### config.mk
export PLATFORM = sky130hd
export DESIGN_NAME = ymodem_batch_sender_flat
export DESIGN_NICKNAME = d
export VERILOG_FILES = /design/src/rtl/core/ymbs_pkg.sv /design/src/rtl/core/ymbs_if.sv /design/src/rtl/core/ymbs_datapath.sv /design/src/rtl/core/ymbs_ctrl.sv /design/src/rtl/core/ymodem_batch_sender.sv /design/src/flat_wrapper.sv
export SDC_FILE = /design/constraint.sdc
export NUM_CORES = 1
export LEC_CHECK = 0
export ABC_AREA = 1
export BUFFER_PORTS_ARGS = -buffer_cell sky130_fd_sc_hd__buf_2
export CORE_MARGIN = 1
export CORE_UTILIZATION = 50
export CTS_CLUSTER_SIZE = 24
export DETAILED_ROUTE_END_ITERATION = 10
export GPL_TIMING_DRIVEN = 0
export PLACE_DENSITY = 0.68
export SLEW_MARGIN = 20
export SYNTH_ARGS = -nofsm -noshare
export SYNTH_HDL_FRONTEND = slang
export SYNTH_SLANG_ARGS = --single-unit
### constraint.sdc
create_clock -name clk -period 4.7 [get_ports clk]
set_input_delay 0.47 -clock clk [delete_from_list [all_inputs] [get_ports clk]]
set_output_delay 0.47 -clock clk [all_outputs]
set_load 0.005 [all_outputs]
### src/rtl/core/ymbs_pkg.sv
`default_nettype none
package ymbs_pkg;

  localparam int DATA_BLOCK_BYTES   = 1024;
  localparam int HEADER_BLOCK_BYTES = 128;

  localparam logic [7:0] CH_SOH = 8'h01;
  localparam logic [7:0] CH_STX = 8'h02;
  localparam logic [7:0] CH_EOT = 8'h04;
  localparam logic [7:0] CH_ACK = 8'h06;
  localparam logic [7:0] CH_NAK = 8'h15;
  localparam logic [7:0] CH_CAN = 8'h18;
  localparam logic [7:0] CH_C   = 8'h43;
  localparam logic [7:0] CH_PAD = 8'h1A;
  localparam logic [7:0] DATA_START = (DATA_BLOCK_BYTES > 128) ? CH_STX : CH_SOH;

  localparam logic [15:0] TIMEOUT_RESET = 16'd10000;
  localparam logic [15:0] CRC_POLY      = 16'h1021;

  localparam logic [1:0] OP_HEADER = 2'd0;
  localparam logic [1:0] OP_FILE   = 2'd1;
  localparam logic [1:0] OP_RX     = 2'd2;
  localparam logic [1:0] OP_TICK   = 2'd3;

  localparam logic [3:0] PH_IDLE     = 4'd0;
  localparam logic [3:0] PH_HEADER   = 4'd1;
  localparam logic [3:0] PH_HDR_ACK  = 4'd2;
  localparam logic [3:0] PH_HDR_C    = 4'd3;
  localparam logic [3:0] PH_DATA     = 4'd4;
  localparam logic [3:0] PH_DATA_ACK = 4'd5;
  localparam logic [3:0] PH_EOT_NAK  = 4'd6;
  localparam logic [3:0] PH_EOT_ACK  = 4'd7;
  localparam logic [3:0] PH_EOT_C    = 4'd8;
  localparam logic [3:0] PH_FIN_ACK  = 4'd9;
  localparam logic [3:0] PH_DONE     = 4'd10;
  localparam logic [3:0] PH_FAILED   = 4'd11;

  localparam logic [2:0] ST_PROGRESS = 3'd0;
  localparam logic [2:0] ST_COMPLETE = 3'd1;
  localparam logic [2:0] ST_CANCEL   = 3'd2;
  localparam logic [2:0] ST_TIMEOUT  = 3'd3;
  localparam logic [2:0] ST_REFUSED  = 3'd4;

  // datapath word select
  localparam logic [2:0] SEL_NONE   = 3'd0;
  localparam logic [2:0] SEL_CONST  = 3'd1;
  localparam logic [2:0] SEL_VALUE  = 3'd2;
  localparam logic [2:0] SEL_BLK    = 3'd3;
  localparam logic [2:0] SEL_BLKN   = 3'd4;
  localparam logic [2:0] SEL_CRC_HI = 3'd5;
  localparam logic [2:0] SEL_CRC_LO = 3'd6;
  localparam logic [2:0] SEL_PAD    = 3'd7;

  typedef struct packed {
    logic [1:0] op;
    logic [7:0] value;
    logic       final_byte;
  } in_word_t;

  typedef struct packed {
    logic        tx_valid;
    logic [7:0]  tx_byte;
    logic [10:0] tx_repeat;
    logic [2:0]  status;
    logic [3:0]  phase;
    logic        last;
  } out_word_t;

  // controller to datapath
  typedef struct packed {
    logic       emit;       // push one result word
    logic [2:0] sel;
    logic [7:0] const_byte;
    logic [10:0] rep;       // repeat for constant words
    logic       crc_clr;
    logic       crc_val;    // fold value into crc
    logic       crc_pad;    // fold one pad or zero byte
    logic       pad_zero;   // crc_pad byte is zero rather than 0x1A
    logic       cnt_clr;
    logic       cnt_inc;
    logic       cnt_full;   // count := DATA_BLOCK_BYTES
    logic       blk_one;
    logic       blk_inc;
    logic       tmr_clr;
    logic       tmr_inc;
  } dp_cmd_t;

  typedef struct packed {
    logic [10:0] cnt;
    logic        timed_out;   // timer after increment reaches limit
  } dp_stat_t;

  function automatic logic [15:0] crc_step(input logic [15:0] crc, input logic [7:0] b);
    logic [15:0] c;
    c = crc ^ {b, 8'h00};
    for (int k = 0; k < 8; k++) begin
      c = c[15] ? ({c[14:0], 1'b0} ^ CRC_POLY) : {c[14:0], 1'b0};
    end
    return c;
  endfunction

endpackage
`default_nettype wire

### src/rtl/core/ymbs_if.sv
`default_nettype none
interface ymbs_in_if;
  import ymbs_pkg::*;
  logic     valid;
  logic     ready;
  in_word_t data;
  modport source (output valid, output data, input ready);
  modport sink (input valid, input data, output ready);
endinterface

interface ymbs_out_if;
  import ymbs_pkg::*;
  logic      valid;
  logic      ready;
  out_word_t data;
  modport source (output valid, output data, input ready);
  modport sink (input valid, input data, output ready);
endinterface
`default_nettype wire

### src/rtl/core/ymbs_datapath.sv
`default_nettype none
module ymbs_datapath (
  input  wire logic               clk,
  input  wire logic               rst,
  input  wire logic               cfg_we,
  input  wire logic [15:0]        cfg_data,
  input  wire logic [7:0]         value,
  input  wire ymbs_pkg::dp_cmd_t  cmd,
  input  wire logic [2:0]         status,
  input  wire logic [3:0]         phase,
  input  wire logic               last,
  output ymbs_pkg::dp_stat_t      stat,
  output ymbs_pkg::out_word_t     word,
  output logic                    word_valid,
  input  wire logic               word_ready
);
  import ymbs_pkg::*;

  logic [15:0] timeout;
  logic [15:0] crc;
  logic [10:0] cnt;
  logic [7:0]  blk;
  logic [15:0] tmr;
  logic [15:0] tmr_next;
  logic [7:0]  pick;
  logic [10:0] pick_rep;

  assign tmr_next = (tmr != 16'hFFFF) ? tmr + 16'd1 : tmr;
  assign stat.cnt = cnt;
  assign stat.timed_out = (tmr_next >= timeout);

  always_ff @(posedge clk) begin
    if (rst) begin
      timeout <= TIMEOUT_RESET;
    end else if (cfg_we) begin
      timeout <= cfg_data;
    end
  end

  always_ff @(posedge clk) begin
    if (rst) begin
      crc <= '0;
      cnt <= '0;
      blk <= 8'd1;
      tmr <= '0;
    end else begin
      if (cmd.crc_clr) crc <= '0;
      else if (cmd.crc_val) crc <= crc_step(crc, value);
      else if (cmd.crc_pad) crc <= crc_step(crc, cmd.pad_zero ? 8'h00 : CH_PAD);
      if (cmd.cnt_clr) cnt <= '0;
      else if (cmd.cnt_full) cnt <= 11'(DATA_BLOCK_BYTES);
      else if (cmd.cnt_inc) cnt <= cnt + 11'd1;
      if (cmd.blk_one) blk <= 8'd1;
      else if (cmd.blk_inc) blk <= blk + 8'd1;
      if (cmd.tmr_clr) tmr <= '0;
      else if (cmd.tmr_inc) tmr <= tmr_next;
    end
  end

  always_comb begin
    pick = 8'h00;
    pick_rep = 11'd1;
    unique case (cmd.sel)
      SEL_NONE:   pick = 8'h00;
      SEL_CONST:  begin pick = cmd.const_byte; pick_rep = cmd.rep; end
      SEL_VALUE:  pick = value;
      SEL_BLK:    pick = blk;
      SEL_BLKN:   pick = ~blk;
      SEL_CRC_HI: pick = crc[15:8];
      SEL_CRC_LO: pick = crc[7:0];
      SEL_PAD:    begin pick = CH_PAD; pick_rep = 11'(DATA_BLOCK_BYTES) - cnt; end
      default:    pick = 8'h00;
    endcase
  end

  // output register
  always_ff @(posedge clk) begin
    if (rst) begin
      word_valid <= 1'b0;
    end else if (cmd.emit) begin
      word_valid <= 1'b1;
    end else if (word_ready) begin
      word_valid <= 1'b0;
    end
  end

  always_ff @(posedge clk) begin
    if (cmd.emit) begin
      word.tx_valid  <= (cmd.sel != SEL_NONE);
      word.tx_byte   <= pick;
      word.tx_repeat <= pick_rep;
      word.status    <= status;
      word.phase     <= phase;
      word.last      <= last;
    end
  end
endmodule
`default_nettype wire

### src/rtl/core/ymbs_ctrl.sv
`default_nettype none
module ymbs_ctrl (
  input  wire logic                clk,
  input  wire logic                rst,
  input  wire logic                in_valid,
  output logic                     in_ready,
  input  wire ymbs_pkg::in_word_t  in_data,
  input  wire ymbs_pkg::dp_stat_t  stat,
  input  wire logic                word_valid,
  input  wire logic                word_ready,
  output ymbs_pkg::dp_cmd_t        cmd,
  output logic [2:0]               status,
  output logic [3:0]               phase,
  output logic                     last,
  output logic [7:0]               item_value
);
  import ymbs_pkg::*;

  // sequencer steps
  localparam logic [3:0] S_IDLE    = 4'd0;
  localparam logic [3:0] S_DECIDE  = 4'd1;
  localparam logic [3:0] S_SOH     = 4'd2;
  localparam logic [3:0] S_ZERO    = 4'd3;
  localparam logic [3:0] S_FF      = 4'd4;
  localparam logic [3:0] S_BYTE    = 4'd5;
  localparam logic [3:0] S_BLK     = 4'd6;
  localparam logic [3:0] S_BLKN    = 4'd7;
  localparam logic [3:0] S_PADWORD = 4'd8;
  localparam logic [3:0] S_PADCRC  = 4'd9;
  localparam logic [3:0] S_CRCHI   = 4'd10;
  localparam logic [3:0] S_CRCLO   = 4'd11;
  localparam logic [3:0] S_NOTHING = 4'd12;
  localparam logic [3:0] S_ZBLK    = 4'd13;

  logic [3:0]  state, state_next;
  logic [3:0]  ph, ph_next;
  logic [2:0]  st, st_next;
  in_word_t    item;
  logic        ended, ended_next;
  logic        is_data, is_data_next;   // data block vs header framing
  logic        fin_blk, fin_blk_next;   // empty closing block 0
  logic [10:0] pad_cnt, pad_cnt_next;
  logic        room;
  logic [7:0]  want;
  logic        waiting;

  assign room = !word_valid || word_ready;
  assign in_ready = (state == S_IDLE);
  assign status = st_next;
  assign phase = ph_next;
  assign item_value = item.value;

  always_comb begin
    want = 8'h00;
    waiting = 1'b1;
    unique case (ph)
      PH_HDR_ACK, PH_DATA_ACK, PH_EOT_ACK, PH_FIN_ACK: want = CH_ACK;
      PH_HDR_C, PH_EOT_C: want = CH_C;
      PH_EOT_NAK: want = CH_NAK;
      default: waiting = 1'b0;
    endcase
  end

  always_ff @(posedge clk) begin
    if (rst) begin
      state <= S_IDLE;
      ph <= PH_IDLE;
      st <= ST_PROGRESS;
      ended <= 1'b0;
      is_data <= 1'b0;
      fin_blk <= 1'b0;
      pad_cnt <= '0;
    end else begin
      state <= state_next;
      ph <= ph_next;
      st <= st_next;
      ended <= ended_next;
      is_data <= is_data_next;
      fin_blk <= fin_blk_next;
      pad_cnt <= pad_cnt_next;
    end
  end

  always_ff @(posedge clk) begin
    if (in_valid && in_ready) item <= in_data;
  end

  always_comb begin
    state_next = state;
    ph_next = ph;
    st_next = st;
    ended_next = ended;
    is_data_next = is_data;
    fin_blk_next = fin_blk;
    pad_cnt_next = pad_cnt;
    last = 1'b0;
    cmd = '0;
    cmd.rep = 11'd1;
    unique case (state)
      S_IDLE: begin
        if (in_valid) begin
          state_next = S_DECIDE;
          st_next = ST_PROGRESS;
        end
      end
      S_DECIDE: begin
        // hold until the output register is free
        if (room) begin
          unique case (item.op)
            OP_HEADER: begin
              if (ph == PH_IDLE || ph == PH_DONE || ph == PH_FAILED) begin
                cmd.cnt_clr = 1'b1; cmd.crc_clr = 1'b1; cmd.blk_one = 1'b1;
                cmd.tmr_clr = 1'b1;
                ended_next = 1'b0;
                ph_next = PH_HEADER;
                is_data_next = 1'b0; fin_blk_next = 1'b0;
                state_next = S_SOH;
              end else if (ph == PH_HEADER) begin
                is_data_next = 1'b0;
                if (stat.cnt + 11'd1 >= 11'(HEADER_BLOCK_BYTES)) ph_next = PH_HDR_ACK;
                state_next = S_BYTE;
              end else begin
                st_next = ST_REFUSED;
                state_next = S_NOTHING;
              end
            end
            OP_FILE: begin
              is_data_next = 1'b1;
              if (ph != PH_DATA) begin
                st_next = ST_REFUSED;
                state_next = S_NOTHING;
              end else begin
                if (item.final_byte || stat.cnt + 11'd1 >= 11'(DATA_BLOCK_BYTES))
                  ph_next = PH_DATA_ACK;
                if (stat.cnt == '0) begin
                  cmd.crc_clr = 1'b1;
                  state_next = S_SOH;
                end else begin
                  state_next = S_BYTE;
                end
              end
            end
            OP_RX: begin
              state_next = S_NOTHING;
              if (waiting && item.value == want) begin
                unique case (ph)
                  PH_HDR_ACK: begin ph_next = PH_HDR_C; cmd.tmr_clr = 1'b1; end
                  PH_HDR_C: begin ph_next = PH_DATA; cmd.cnt_clr = 1'b1; end
                  PH_DATA_ACK: begin
                    if (ended) begin
                      ph_next = PH_EOT_NAK; cmd.tmr_clr = 1'b1;
                      state_next = S_IDLE;
                      cmd.emit = 1'b1; cmd.sel = SEL_CONST; cmd.const_byte = CH_EOT;
                    end else begin
                      ph_next = PH_DATA; cmd.blk_inc = 1'b1;
                    end
                  end
                  PH_EOT_NAK: begin
                    ph_next = PH_EOT_ACK; cmd.tmr_clr = 1'b1;
                    state_next = S_IDLE;
                    cmd.emit = 1'b1; cmd.sel = SEL_CONST; cmd.const_byte = CH_EOT;
                  end
                  PH_EOT_ACK: begin ph_next = PH_EOT_C; cmd.tmr_clr = 1'b1; end
                  PH_EOT_C: begin
                    ph_next = PH_FIN_ACK; cmd.tmr_clr = 1'b1;
                    cmd.crc_clr = 1'b1;
                    is_data_next = 1'b0; fin_blk_next = 1'b1;
                    pad_cnt_next = '0;
                    state_next = S_SOH;
                  end
                  default: begin ph_next = PH_DONE; st_next = ST_COMPLETE; end
                endcase
                last = 1'b1;
              end else if (waiting && item.value == CH_CAN) begin
                ph_next = PH_FAILED; st_next = ST_CANCEL;
              end
            end
            default: begin
              state_next = S_NOTHING;
              if (waiting) begin
                cmd.tmr_inc = 1'b1;
                if (stat.timed_out) begin
                  ph_next = PH_FAILED; st_next = ST_TIMEOUT;
                end
              end
            end
          endcase
          // words emitted here belong to the EOT replies, always final
          if (!cmd.emit) last = 1'b0;
        end
      end
      S_NOTHING: begin
        if (room) begin
          cmd.emit = 1'b1; cmd.sel = SEL_NONE; last = 1'b1;
          state_next = S_IDLE;
        end
      end
      S_SOH: begin
        if (room) begin
          cmd.emit = 1'b1; cmd.sel = SEL_CONST;
          cmd.const_byte = is_data ? DATA_START : CH_SOH;
          state_next = is_data ? S_BLK : S_ZERO;
        end
      end
      S_ZERO: begin
        if (room) begin
          cmd.emit = 1'b1; cmd.sel = SEL_CONST; cmd.const_byte = 8'h00;
          state_next = S_FF;
        end
      end
      S_FF: begin
        if (room) begin
          cmd.emit = 1'b1; cmd.sel = SEL_CONST; cmd.const_byte = 8'hFF;
          state_next = fin_blk ? S_ZBLK : S_BYTE;
        end
      end
      S_BLK: begin
        if (room) begin
          cmd.emit = 1'b1; cmd.sel = SEL_BLK;
          state_next = S_BLKN;
        end
      end
      S_BLKN: begin
        if (room) begin
          cmd.emit = 1'b1; cmd.sel = SEL_BLKN;
          state_next = S_BYTE;
        end
      end
      S_BYTE: begin
        if (room) begin
          cmd.emit = 1'b1; cmd.sel = SEL_VALUE;
          cmd.crc_val = 1'b1; cmd.cnt_inc = 1'b1;
          if (!is_data) begin
            if (stat.cnt + 11'd1 >= 11'(HEADER_BLOCK_BYTES)) begin
              state_next = S_CRCHI;
            end else begin
              last = 1'b1; state_next = S_IDLE;
            end
          end else if (item.final_byte) begin
            ended_next = 1'b1;
            state_next = (stat.cnt + 11'd1 < 11'(DATA_BLOCK_BYTES)) ? S_PADWORD : S_CRCHI;
          end else if (stat.cnt + 11'd1 >= 11'(DATA_BLOCK_BYTES)) begin
            state_next = S_CRCHI;
          end else begin
            last = 1'b1; state_next = S_IDLE;
          end
        end
      end
      S_PADWORD: begin
        if (room) begin
          cmd.emit = 1'b1; cmd.sel = SEL_PAD;
          cmd.cnt_full = 1'b1;
          pad_cnt_next = 11'(DATA_BLOCK_BYTES) - stat.cnt;
          state_next = S_PADCRC;
        end
      end
      S_PADCRC: begin
        // one crc step per cycle over the padding or the empty block
        cmd.crc_pad = 1'b1; cmd.pad_zero = fin_blk;
        pad_cnt_next = pad_cnt - 11'd1;
        if (pad_cnt == 11'd1) state_next = S_CRCHI;
      end
      S_ZBLK: begin
        if (room) begin
          cmd.emit = 1'b1; cmd.sel = SEL_CONST; cmd.const_byte = 8'h00;
          cmd.rep = 11'(HEADER_BLOCK_BYTES);
          pad_cnt_next = 11'(HEADER_BLOCK_BYTES);
          state_next = S_PADCRC;
        end
      end
      S_CRCHI: begin
        if (room) begin
          cmd.emit = 1'b1; cmd.sel = SEL_CRC_HI;
          state_next = S_CRCLO;
        end
      end
      S_CRCLO: begin
        if (room) begin
          cmd.emit = 1'b1; cmd.sel = SEL_CRC_LO; last = 1'b1;
          state_next = S_IDLE;
          if (!fin_blk) begin
            cmd.cnt_clr = 1'b1;
            cmd.tmr_clr = 1'b1;
          end
        end
      end
      default: state_next = S_IDLE;
    endcase
  end
endmodule
`default_nettype wire

### src/rtl/core/ymodem_batch_sender.sv
`default_nettype none
// ymodem batch sender, one file, crc-16 with 1k data blocks. feed header payload bytes,
// file bytes, receiver bytes and timer ticks on the input channel; framed words for the
// line come out on the output channel, each carrying a byte, a repeat count (padding and
// the empty closing block come out as one repeated word), status and phase, with last set
// on the final word of an item. an item is accepted while idle and then decoded, then emits
// its words one per cycle (up to seven words) when the output is taken at once; the eot
// reply word leaves straight from the decode step, and decode waits while the output
// register still holds an untaken word. the final file byte of a short block folds its
// pad bytes (up to 1023) into the crc one per cycle; the closing block 0 folds its 128
// zero bytes the same way, in the single-byte crc unit in the datapath. response_timeout
// may be written only while the block is idle.
module ymodem_batch_sender (
  input  wire logic        clk,
  input  wire logic        rst,
  input  wire logic        cfg_we,
  input  wire logic [15:0] cfg_data,
  ymbs_in_if.sink          in_ch,
  ymbs_out_if.source       out_ch
);
  import ymbs_pkg::*;

  dp_cmd_t   cmd;
  dp_stat_t  stat;
  out_word_t word;
  logic      word_valid;
  logic [2:0] status;
  logic [3:0] phase;
  logic       last;
  logic [7:0] item_value;

  // control sequencer
  ymbs_ctrl u_ctrl (
    .clk(clk), .rst(rst),
    .in_valid(in_ch.valid), .in_ready(in_ch.ready), .in_data(in_ch.data),
    .stat(stat), .word_valid(word_valid), .word_ready(out_ch.ready),
    .cmd(cmd), .status(status), .phase(phase), .last(last),
    .item_value(item_value)
  );

  // counters, crc and output register
  ymbs_datapath u_dp (
    .clk(clk), .rst(rst), .cfg_we(cfg_we), .cfg_data(cfg_data),
    .value(item_value), .cmd(cmd), .status(status), .phase(phase),
    .last(last), .stat(stat), .word(word), .word_valid(word_valid),
    .word_ready(out_ch.ready)
  );

  assign out_ch.valid = word_valid;
  assign out_ch.data = word;
endmodule
`default_nettype wire
### src/flat_wrapper.sv
// flat-port wrapper written by rule: the top's interface ports become plain ports
module ymodem_batch_sender_flat import ymbs_pkg::*;
  (clk, rst, cfg_we, cfg_data, in_ch_valid, in_ch_data, in_ch_ready, out_ch_valid, out_ch_data, out_ch_ready);
  ymbs_in_if in_ch_i ();
  ymbs_out_if out_ch_i ();
  input  wire logic clk;
  input  wire logic rst;
  input  wire logic cfg_we;
  input  wire logic [15:0] cfg_data;
  input wire logic [$bits(in_ch_i.valid)-1:0] in_ch_valid;
  input wire logic [$bits(in_ch_i.data)-1:0] in_ch_data;
  output wire logic [$bits(in_ch_i.ready)-1:0] in_ch_ready;
  output wire logic [$bits(out_ch_i.valid)-1:0] out_ch_valid;
  output wire logic [$bits(out_ch_i.data)-1:0] out_ch_data;
  input wire logic [$bits(out_ch_i.ready)-1:0] out_ch_ready;
  assign in_ch_i.valid = in_ch_valid;
  assign in_ch_i.data = in_ch_data;
  assign in_ch_ready = in_ch_i.ready;
  assign out_ch_valid = out_ch_i.valid;
  assign out_ch_data = out_ch_i.data;
  assign out_ch_i.ready = out_ch_ready;
  ymodem_batch_sender u_core (.clk(clk), .rst(rst), .cfg_we(cfg_we), .cfg_data(cfg_data), .in_ch(in_ch_i), .out_ch(out_ch_i));
endmodule
# Word-level counts from Yosys, hierarchy flattened
# Index checks and enable logic that the tools add are counted.
# totals
in_bits,32
elab_cells,321
regBits,132
# classes
n_eq_ne,62
n_reduce_logical,39
n_bitwise,19
n_lt_le_gt_ge,4
n_addsub,5
muxes,169
# op_table
cell,n
$mux W13,16
$mux W4,41
$mux W12,9
$mux W11,9
$pmux W4 S12,2
$pmux W8 S8,1
$mux W16,3
$not A3 Y3,16
$mux W1,47
$pmux W11 S4,1
$eq A4 B4 Y1 const B,10
$pmux W8 S5,1
$mux W3,12
$ne A2 B2 Y1 const B,18
$pmux W4 S3,3
$eq A4 B3 Y1 const B,7
$pmux W12 S2,1
$pmux W4 S6,1
$mux W23,1
$pmux W11 S2,1
$pmux W7 S3,1
$add A16 B1 Y16 const B,1
$eq A4 B2 Y1 const B,4
$ge A16 B16 Y1,1
47 further kinds,91

# Depth between registers and ports, before layout
# Gate-level depths: netlist of the first run.
# logic_depth
depth_word,22
mapped_depth,23
mapped_depth_nobuf,23

# By module
# Synthesis of the first run repeated with hierarchy kept, for this count alone.
# unflattened
cells_unflattened,1442
area_unflattened_um2,9236.4
# modules_own_cells
module,seq_area_each_um2,n_inst,cells_per_inst,area_per_inst_um2
ymbs_datapath,2202.1,1,845,5746.8
ymbs_ctrl,830.8,1,597,3489.6

# Least setup slack after synthesis of the first run
# No wires, ideal clock.
# synth_path
path_kind,reg-to-reg
start,reg u_core.u_ctrl.state[0]
end,"reg, netlist name u_core.u_dp.word[0]"
synth_period_minus_slack_ns,3.422
setup_ns,0.454
t_arrival_ns,2.969
path_buffers,1
stages_incl_launch_ff,7
setup_slack_ns,1.278
path_cell_list,dfxtp_1 -> clkbuf_2 -> nor2_1 -> nand2_1 -> nand2_1 -> nor3_1 -> o21ai_0
# synth_lines
item,line_no,source
"start, declared",ymbs_ctrl.sv:35,"logic [3:0] state, state_next;"
"start signal, assigned",ymbs_ctrl.sv:74,state <= state_next;

# Final worst setup path of the first run
# layout_path
start,reg u_core.u_dp.tmr[0]
end,"reg, netlist name u_core.u_dp.word[3]"
# layout_via
elab_chain_len,8
# layout_lines
item,line_no,source
"start, declared",ymbs_datapath.sv:23,logic [15:0] tmr;
"start signal, assigned",ymbs_datapath.sv:56,else if (cmd.tmr_inc) tmr <= tmr_next;
$add A16 B1 Y16 or $ne A16 B16 Y1 (tied branches),ymbs_datapath.sv:28,assign tmr_next = (tmr != 16'hFFFF) ? tmr + 16'd1 : tmr;
$mux W16 *,ymbs_datapath.sv:28,
net u_core.u_dp.tmr_next[9],ymbs_datapath.sv:24,logic [15:0] tmr_next;
$ge A16 B16 Y1 *,ymbs_datapath.sv:30,assign stat.timed_out = (tmr_next >= timeout);
$mux W4 *,ymbs_ctrl.sv:182,if (stat.timed_out) begin
$mux W4 *,ymbs_ctrl.sv:180,if (waiting) begin
$pmux W4 S3 *,ymbs_ctrl.sv:109,unique case (item.op)
$mux W4 *,ymbs_ctrl.sv:108,if (room) begin
$mux W4 *,ymbs_ctrl.sv:99,unique case (state)
net u_core.phase[2],ymodem_batch_sender.sv:28,logic [3:0] phase;
# Mark *: on every way through the listed nets, which the timed path passes. The rest lies on a longest branch.
# A chain may end at the register's enable or synchronous reset.

==> impl_metrics.py, run 1 <==
metrics = {
    "status": {
        "status": "completed",
    },
    "clocking": {
        "cts_buffers": 17,
        "clock_path_buffers": 2,
        "clock-sinks": 132,
        "post_cts_buffers": 0,
        "clk_pin_slew_ns": 0.06,
        "worstSkewPairLatency_ns": 0.42,
        "cts_resized": 0,
        "cts_max_level": 4,
        "cts_tree": "done",
        "ctsHoldBuffers": 0,
        "cts_root_buffer": "clkbuf_16",
    },
    "floorplan": {
        "core_mm2": 0.0159,
        "die-height_um": 130,
        "num_rows": 46,
        "die_area_mm2": 0.0168,
        "start_util_pct": 51.2,
        "io-pin-count": 62,
        "die_w_um": 130,
    },
    "detailed_routing": {
        "ant_nets": 0,
        "drt_first_iter_violations": 692,
        "vias": 8110,
        "viasPerCell": 5.48,
        "drt_pass1_iterations": 5,
        "wirelength_um": 22500,
        "drc": 0,
        "wire_per_inst_um": 15.2,
    },
    "final_layout": {
        "fillers": 1525,
        "utilization_pct": 59.3,
        "insertedDiodeCount": 0,
        "area_delta_synth_final_pct": 15.9,
        "final_cells": 1481,
        "drive_above_1_share_pct": 11.4,
        "nNetsFinal": 1306,
    },
    "timing": {
        "setup_viol": 0,
        "timing.fmax_mhz": 270,
        "hold_viol": 0,
        "report.final.slew_viol_count": 0,
        "rsz0062_at_grt": "no",
        "relSlewSlack_pct": 54.1,
        "max_slew.worst_pin.slew_ns": 0.689,
        "fin_hold_ws_ns": 0.220,
        "fin_skew_ns": 0.00731,
        "fin_crit_ns": 3.71,
        "timing.final.crit_share_pct": 78.9,
        "setup-tns-final_ns": 0,
    },
    "placement": {
        "dp_hpwl_um": 17100,
        "port_buffers": 61,
        "gp_congestion": 0.946,
        "dp.cells": 1449,
    },
    "global_route": {
        "grt_first_pass_wirelength_um": 35500,
        "grtUsageTotal_pct": 27.4,
        "grt-ovfl-total": 0,
        "grt_max_degree": 17,
        "antenna_found_initial": 0,
        "grt_pass1_vias": 7064,
    },
    "yosys": {
        "yosysUniqueCellTypes": 47,
        "netlist_area_mm2": 0.00813,
        "synth_edf_count": 39,
        "synthesis.instances": 1170,
        "yosys_warnings": 0,
        "ys_seq_area_share_pct": 37.3,
        "synth_area_per_cell_um2": 6.95,
        "synth_nets": 1224,
        "synth_seq_cells": 132,
        "synth_async_sr_flop_share_pct": 0,
        "synth_flop_cell": "dfxtp_1",
    },
    "setup_path": {
        "crit_type": "flop to flop",
        "critPathArrivalTime_ns": 3.87,
        "crit_fanout": 5,
        "required_ns": 4.87,
        "end_kind": "flop",
        "start_kind": "flop",
    },
    "pwr": {
        "p_per_area_mw_per_mm2": 546,
        "peakVddDrop_mv": 0.267,
        "p_leak_nw": 4.08,
    },
    "min_path": {
        "hold_class": "input port to flop",
    },
    "run": {
        "max_cap_violations": 0,
    },
}
## per-layer routing
layer,wire length [um],global-route usage [%],up-vias
li1,-,-,4049
met2,10100,44.4,360
met1,10200,37.2,3658
met4,588,10.4,0
met5,0,0,-
met3,1550,3.76,43
## critical path, stage by stage (launching register included)
cell and delay [ns]:
dfxtp_1 0.38, ha_1 0.22, inv_1 0.08, nor3_1 0.35
nand4_1 0.23, nor2_1 0.31, nor2_1 0.10, xor2_1 0.18
ha_1 0.31, nand2_1 0.05, nor3_1 0.32, nand3_1 0.12
nand3_1 0.14, nand2_1 0.15, nand2_1 0.13, nand2_1 0.08
o21ai_0 0.23, nand2_1 0.07
## stage by stage
stage               area, um^2  setup WS [ns]  total power [mW]
floorplan                 8130           1.28              2.99
global placement          8710         -0.431              3.59
detailed placement        8760           1.05              3.64
CTS                       9420           1.01              5.14
global route              9420          0.643              5.45
finish                    9420          0.993              5.14
## cell type report
cell class              count  area (um^2)  share of cell area, %
plain buffers              28          134                   1.42
multi-input cells         850         4380                   46.5
well taps                 216          270                   2.87
clock inverters            10          166                   1.77
clock buffers              22          495                   5.26
inverters                 160          601                   6.38
flip-flops and latches    132         3030                   32.2
repair buffers             63          340                   3.61
## sequential cells by signal (all words and copies together) (netlist names)
register / cells
u_core.u_dp.word: 28
u_core.u_dp.crc: 16
u_core.u_dp.timeout: 16
u_core.u_dp.tmr: 16
u_core.u_ctrl.pad_cnt: 11
u_core.u_dp.cnt: 11
u_core.u_ctrl.item_value: 8
u_core.u_dp.blk: 8
u_core.u_ctrl.ph: 4
u_core.u_ctrl.state: 4
u_core.u_ctrl.item: 3
u_core.u_ctrl.st: 3
u_core.u_ctrl.ended: 1
u_core.u_ctrl.fin_blk: 1
u_core.u_ctrl.is_data: 1
u_core.u_dp.word_valid: 1
## placed cells by master (no fill, tap or decap), types with 3 or more instances in the layout
cell type	n
nor2_2	8
nor2_1	132
nor3_1	25
nand3_1	65
xnor2_1	17
bufinv_16	4
o21ai_0	72
xor2_1	31
o2111ai_1	3
inv_1	151
o211ai_1	6
inv_2	8
clkbuf_8	3
a221oi_1	6
a21oi_1	112
ha_1	22
a22oi_1	3
clkbuf_16	18
clkbuf_1	16
o21a_1	4
nand4_1	21
or2_2	5
nor2_4	5
nand2_1	262
edfxtp_1	39
nor4_1	4
buf_4	4
nand2_2	6
o22ai_1	17
a31oi_1	5
buf_2	68
dfxtp_1	93
o21ai_1	3
## synth_stat cells (2+ instances only)
| cell | instances | area (um^2) |
|---|---|---|
| a221oi_1 | 6 | 52.6 |
| o211ai_1 | 6 | 45.0 |
| inv_2 | 8 | 30.0 |
| or2_2 | 5 | 31.3 |
| xnor2_1 | 17 | 149 |
| nor2_4 | 5 | 56.3 |
| o21ai_0 | 73 | 365 |
| inv_1 | 151 | 567 |
| a211oi_1 | 2 | 15.0 |
| buf_2 | 7 | 35.0 |
| nor4_1 | 4 | 25.0 |
| a31oi_1 | 5 | 31.3 |
| nand3_1 | 65 | 325 |
| xor2_1 | 31 | 272 |
| nand2_2 | 6 | 37.5 |
| a22oi_1 | 3 | 22.5 |
| nor3_1 | 26 | 130 |
| nor2_2 | 8 | 50.1 |
| dfxtp_1 | 93 | 1860 |
| ha_1 | 22 | 275 |
| o21a_1 | 4 | 30.0 |
| nand4_1 | 21 | 131 |
| clkbuf_1 | 15 | 56.3 |
| edfxtp_1 | 39 | 1170 |
| nor2_1 | 132 | 495 |
| buf_4 | 3 | 22.5 |
| o22ai_1 | 17 | 106 |
| a21oi_1 | 112 | 561 |
| nand2_1 | 262 | 983 |
| o21ai_1 | 3 | 15.0 |
| o2111ai_1 | 3 | 26.3 |
## final timing paths
path	startpoint	end	slack, ns	depth (start not counted)
max	u_core.u_dp.tmr[0]$_SDFFE_PP0P_	u_core.u_dp.word[3]$_DFFE_PP_	0.99	17
max reg2reg	u_core.u_dp.tmr[0]$_SDFFE_PP0P_	u_core.u_dp.word[3]$_DFFE_PP_	0.99	17
min reg2reg	u_core.u_dp.blk[6]$_SDFFE_PP0P_	u_core.u_dp.blk[6]$_SDFFE_PP0P_	0.47	2
min	in_ch_data[10]	u_core.u_ctrl.item[10]$_DFFE_PP_	0.22	1
## cell families (layout without fill, tap and decap cells)
group                    Yosys count  after routing  synth area share, %
multiplexers                       2              2                0.262
XOR/XNOR                          48             48                 5.17
AO/OA/AOI/OAI                    240            240                 16.3
AND/OR/NAND/NOR                  538            538                 28.5
flip-flops                       132            132                 37.3
buffers and inverters            188            283                 9.03
adder cells (fa/ha/maj)           22             22                 3.39
## report_power, final
group | switching (mW) | leakage [nW] | internal, mW
Clock | 0.513 | 0.320 | 0.966
Combinational | 1.31 | 2.64 | 0.660
Sequential | 0.176 | 1.12 | 1.52
No activity file was read; power rests on OpenSTA's default activity.
==> inputs of run 2 (changes only) <==
PLACE_DENSITY = 0.71   (was 0.68)
clock period = 3.35 ns   (was 4.7 ns; I/O delays follow)
==> impl_metrics.py, run 2 (same netlist as run 1, synthesis figures left out) <==
metrics = {
    "detailed_routing": {
        "wirelength_um": 22200,
        "vias": 8037,
        "viasPerCell": 5.42,
        "drt_first_iter_violations": 784,
        "drt_pass1_iterations": 5,
        "ant_nets": 0,
        "drc": 0,
        "wire_per_inst_um": 15.0,
    },
    "final_layout": {
        "largest_reg_flops": 28,
        "area_delta_synth_final_pct": 16.6,
        "nNetsFinal": 1308,
        "fillers": 1537,
        "final_cell_mix": "nand2_1, inv_1, nor2_1",
        "final_common_cell": "nand2_1",
        "drive_above_1_share_pct": 13.3,
        "regMostFlops": "u_core.u_dp.word",
        "insertedDiodeCount": 0,
    },
    "setup_path": {
        "end_kind": "flop",
        "cpMostUsedCell": "nand2_1",
        "cp_slowest_cell": "dfxtp_1",
        "critPathArrivalTime_ns": 3.40,
        "start_kind": "flop",
        "path_cells": "inv_1 > nor2_2 > inv_1 > nor3_2 > nand2_1 > xor2_1 > nand2_1 > ha_1 > nand2_1 > inv_1 > nand3_1 > nor3_2 > nand3_1 > nand3_1 > nand2_2 > nand2_1 > nand2_1 > o21ai_2 > nand2_1",
        "r2r-end": "u_core.u_dp.word[3]$_DFFE_PP_",
        "r2r_start": "u_core.u_dp.tmr[8]$_SDFFE_PP0P_",
        "rrSetupSlack_ns": 0.13,
        "setup.worst_path.start": "u_core.u_dp.tmr[8]$_SDFFE_PP0P_",
        "worstRegToRegCells": 19,
        "slowest_delay_ns": 0.39,
        "crit_type": "flop to flop",
        "crit_fanout": 5,
        "required_ns": 3.53,
    },
    "floorplan": {
        "num_rows": 46,
        "io-pin-count": 62,
        "die_w_um": 130,
        "die-height_um": 130,
        "start_util_pct": 51.2,
        "core_mm2": 0.0159,
        "die_area_mm2": 0.0168,
    },
    "clocking": {
        "cts_root_buffer": "clkbuf_16",
        "ctsHoldBuffers": 0,
        "clock-sinks": 132,
        "worstSkewPairLatency_ns": 0.43,
        "cts_tree": "done",
        "cts_buffers": 17,
        "cts_max_level": 4,
        "clock_path_buffers": 2,
        "clk_pin_slew_ns": 0.06,
    },
    "timing": {
        "relSlewSlack_pct": 53.2,
        "setup_viol": 0,
        "setup-tns-final_ns": 0,
        "fin_crit_ns": 3.22,
        "max_slew.worst_pin.slew_ns": 0.701,
        "hold_viol": 0,
        "report.final.slew_viol_count": 0,
        "fin_skew_ns": 0.0105,
        "timing.final.crit_share_pct": 96.2,
        "timing.fmax_mhz": 310,
    },
    "global_route": {
        "antenna_found_initial": 0,
        "grt_first_pass_wirelength_um": 35100,
        "grt_max_degree": 17,
        "grt-ovfl-total": 0,
        "grtUsageTotal_pct": 27.3,
        "grt_pass1_vias": 7160,
    },
    "min_path": {
        "hold_class": "input port to flop",
        "holdPathEnd": "u_core.u_ctrl.item_value[2]$_DFFE_PP_",
        "min_path_cells": 1,
        "hold_start": "in_ch_data[3]",
    },
    "placement": {
        "port_buffers": 61,
        "dp_hpwl_um": 16800,
        "gp_congestion": 0.942,
    },
    "pwr": {
        "p_per_area_mw_per_mm2": 744,
        "p_total_mw": 7.05,
        "peakVddDrop_mv": 0.421,
        "p_leak_nw": 4.11,
    },
    "status": {
        "status": "completed",
    },
    "run": {
        "max_cap_violations": 0,
    },
}
-- run 2: changes by cell type in the layout (fill, tap and decap cells not counted), moves of 4 or more --
cell,change
dfxtp_1,-6
nor3_2,+4
nor3_1,-6
dfxtp_2,+6
nor2_1,-4
nor2_2,+4
-- run 2: cell type report --
class,count,area [um^2],share of cell area [%]
timing repair buffer,65,355,3.75
multi-input combinational,850,4450,47.0
clock inverter,9,90.1,0.951
tap,216,270,2.85
sequential,132,3040,32.1
inverter,160,601,6.34
buffer,28,134,1.41
clock buffer,23,532,5.61
-- run 2: where the power goes --
part	switching (mW)	internal, mW	total (mW)
logic	1.81	0.926	2.74
clock network	0.735	1.19	1.93
registers	0.248	2.13	2.38
-- run 2: worst max-delay path by stage --
stage / slack, ns / endpoint / depth (start not counted)
final: 0.13 / u_core.u_dp.word[3]$_DFFE_PP_ / 19
after CTS: 0.03 / u_core.u_dp.word[3]$_DFFE_PP_ / 19
after global routing: -0.04 / u_core.u_dp.word[1]$_DFFE_PP_ / 21
after global placement: -0.62 / u_core.u_dp.word[16]$_DFFE_PP_ / 11
after detailed placement: -0.29 / u_core.u_dp.word[3]$_DFFE_PP_ / 17
after floorplan: 0.42 / u_core.u_dp.word[3]$_DFFE_PP_ / 17
-- run 2: worst max-delay path: cells and delay by family, from the launching register on --
family / cells / cell delay [ns]
AO/OA/AOI/OAI: 1 / 0.17
buffers and inverters: 3 / 0.29
flip-flops: 1 / 0.39
XOR/XNOR: 1 / 0.14
adder cells (fa/ha/maj): 1 / 0.30
AND/OR/NAND/NOR: 13 / 1.69
-- run 2: what timing repair did --
item,in CTS,in global routing
setup endpoints to repair,13,14
gates resized for setup,5,20
pin swaps,2,5
buffers inserted,1,1
-- run 2: per-stage QoR --
stage / setup WS, ns / utilization, % / instances / cell area [um^2] / hold WS, ns
floorplan: 0.421 / - / 1170 / 8130 / 0.434
finish: 0.127 / 59.7 / 1483 / 9480 / 0.0748
global placement: -0.616 / 54.8 / 1447 / 8710 / 0.450
CTS: 0.0331 / 59.2 / 1482 / 9410 / 0.0663
detailed placement: -0.293 / 55.1 / 1449 / 8760 / 0.463
global route: -0.0427 / 59.7 / 1483 / 9480 / 0.0673
-- run 2: metal layers --
layer / wire length [um] / track usage [%] / up-vias
met1: 10300 / 36.0 / 3613
met2: 10000 / 43.9 / 302
met3: 1250 / 4.54 / 61
met4: 705 / 12.7 / 0
met5: 0 / 0 / -
li1: - / - / 4061
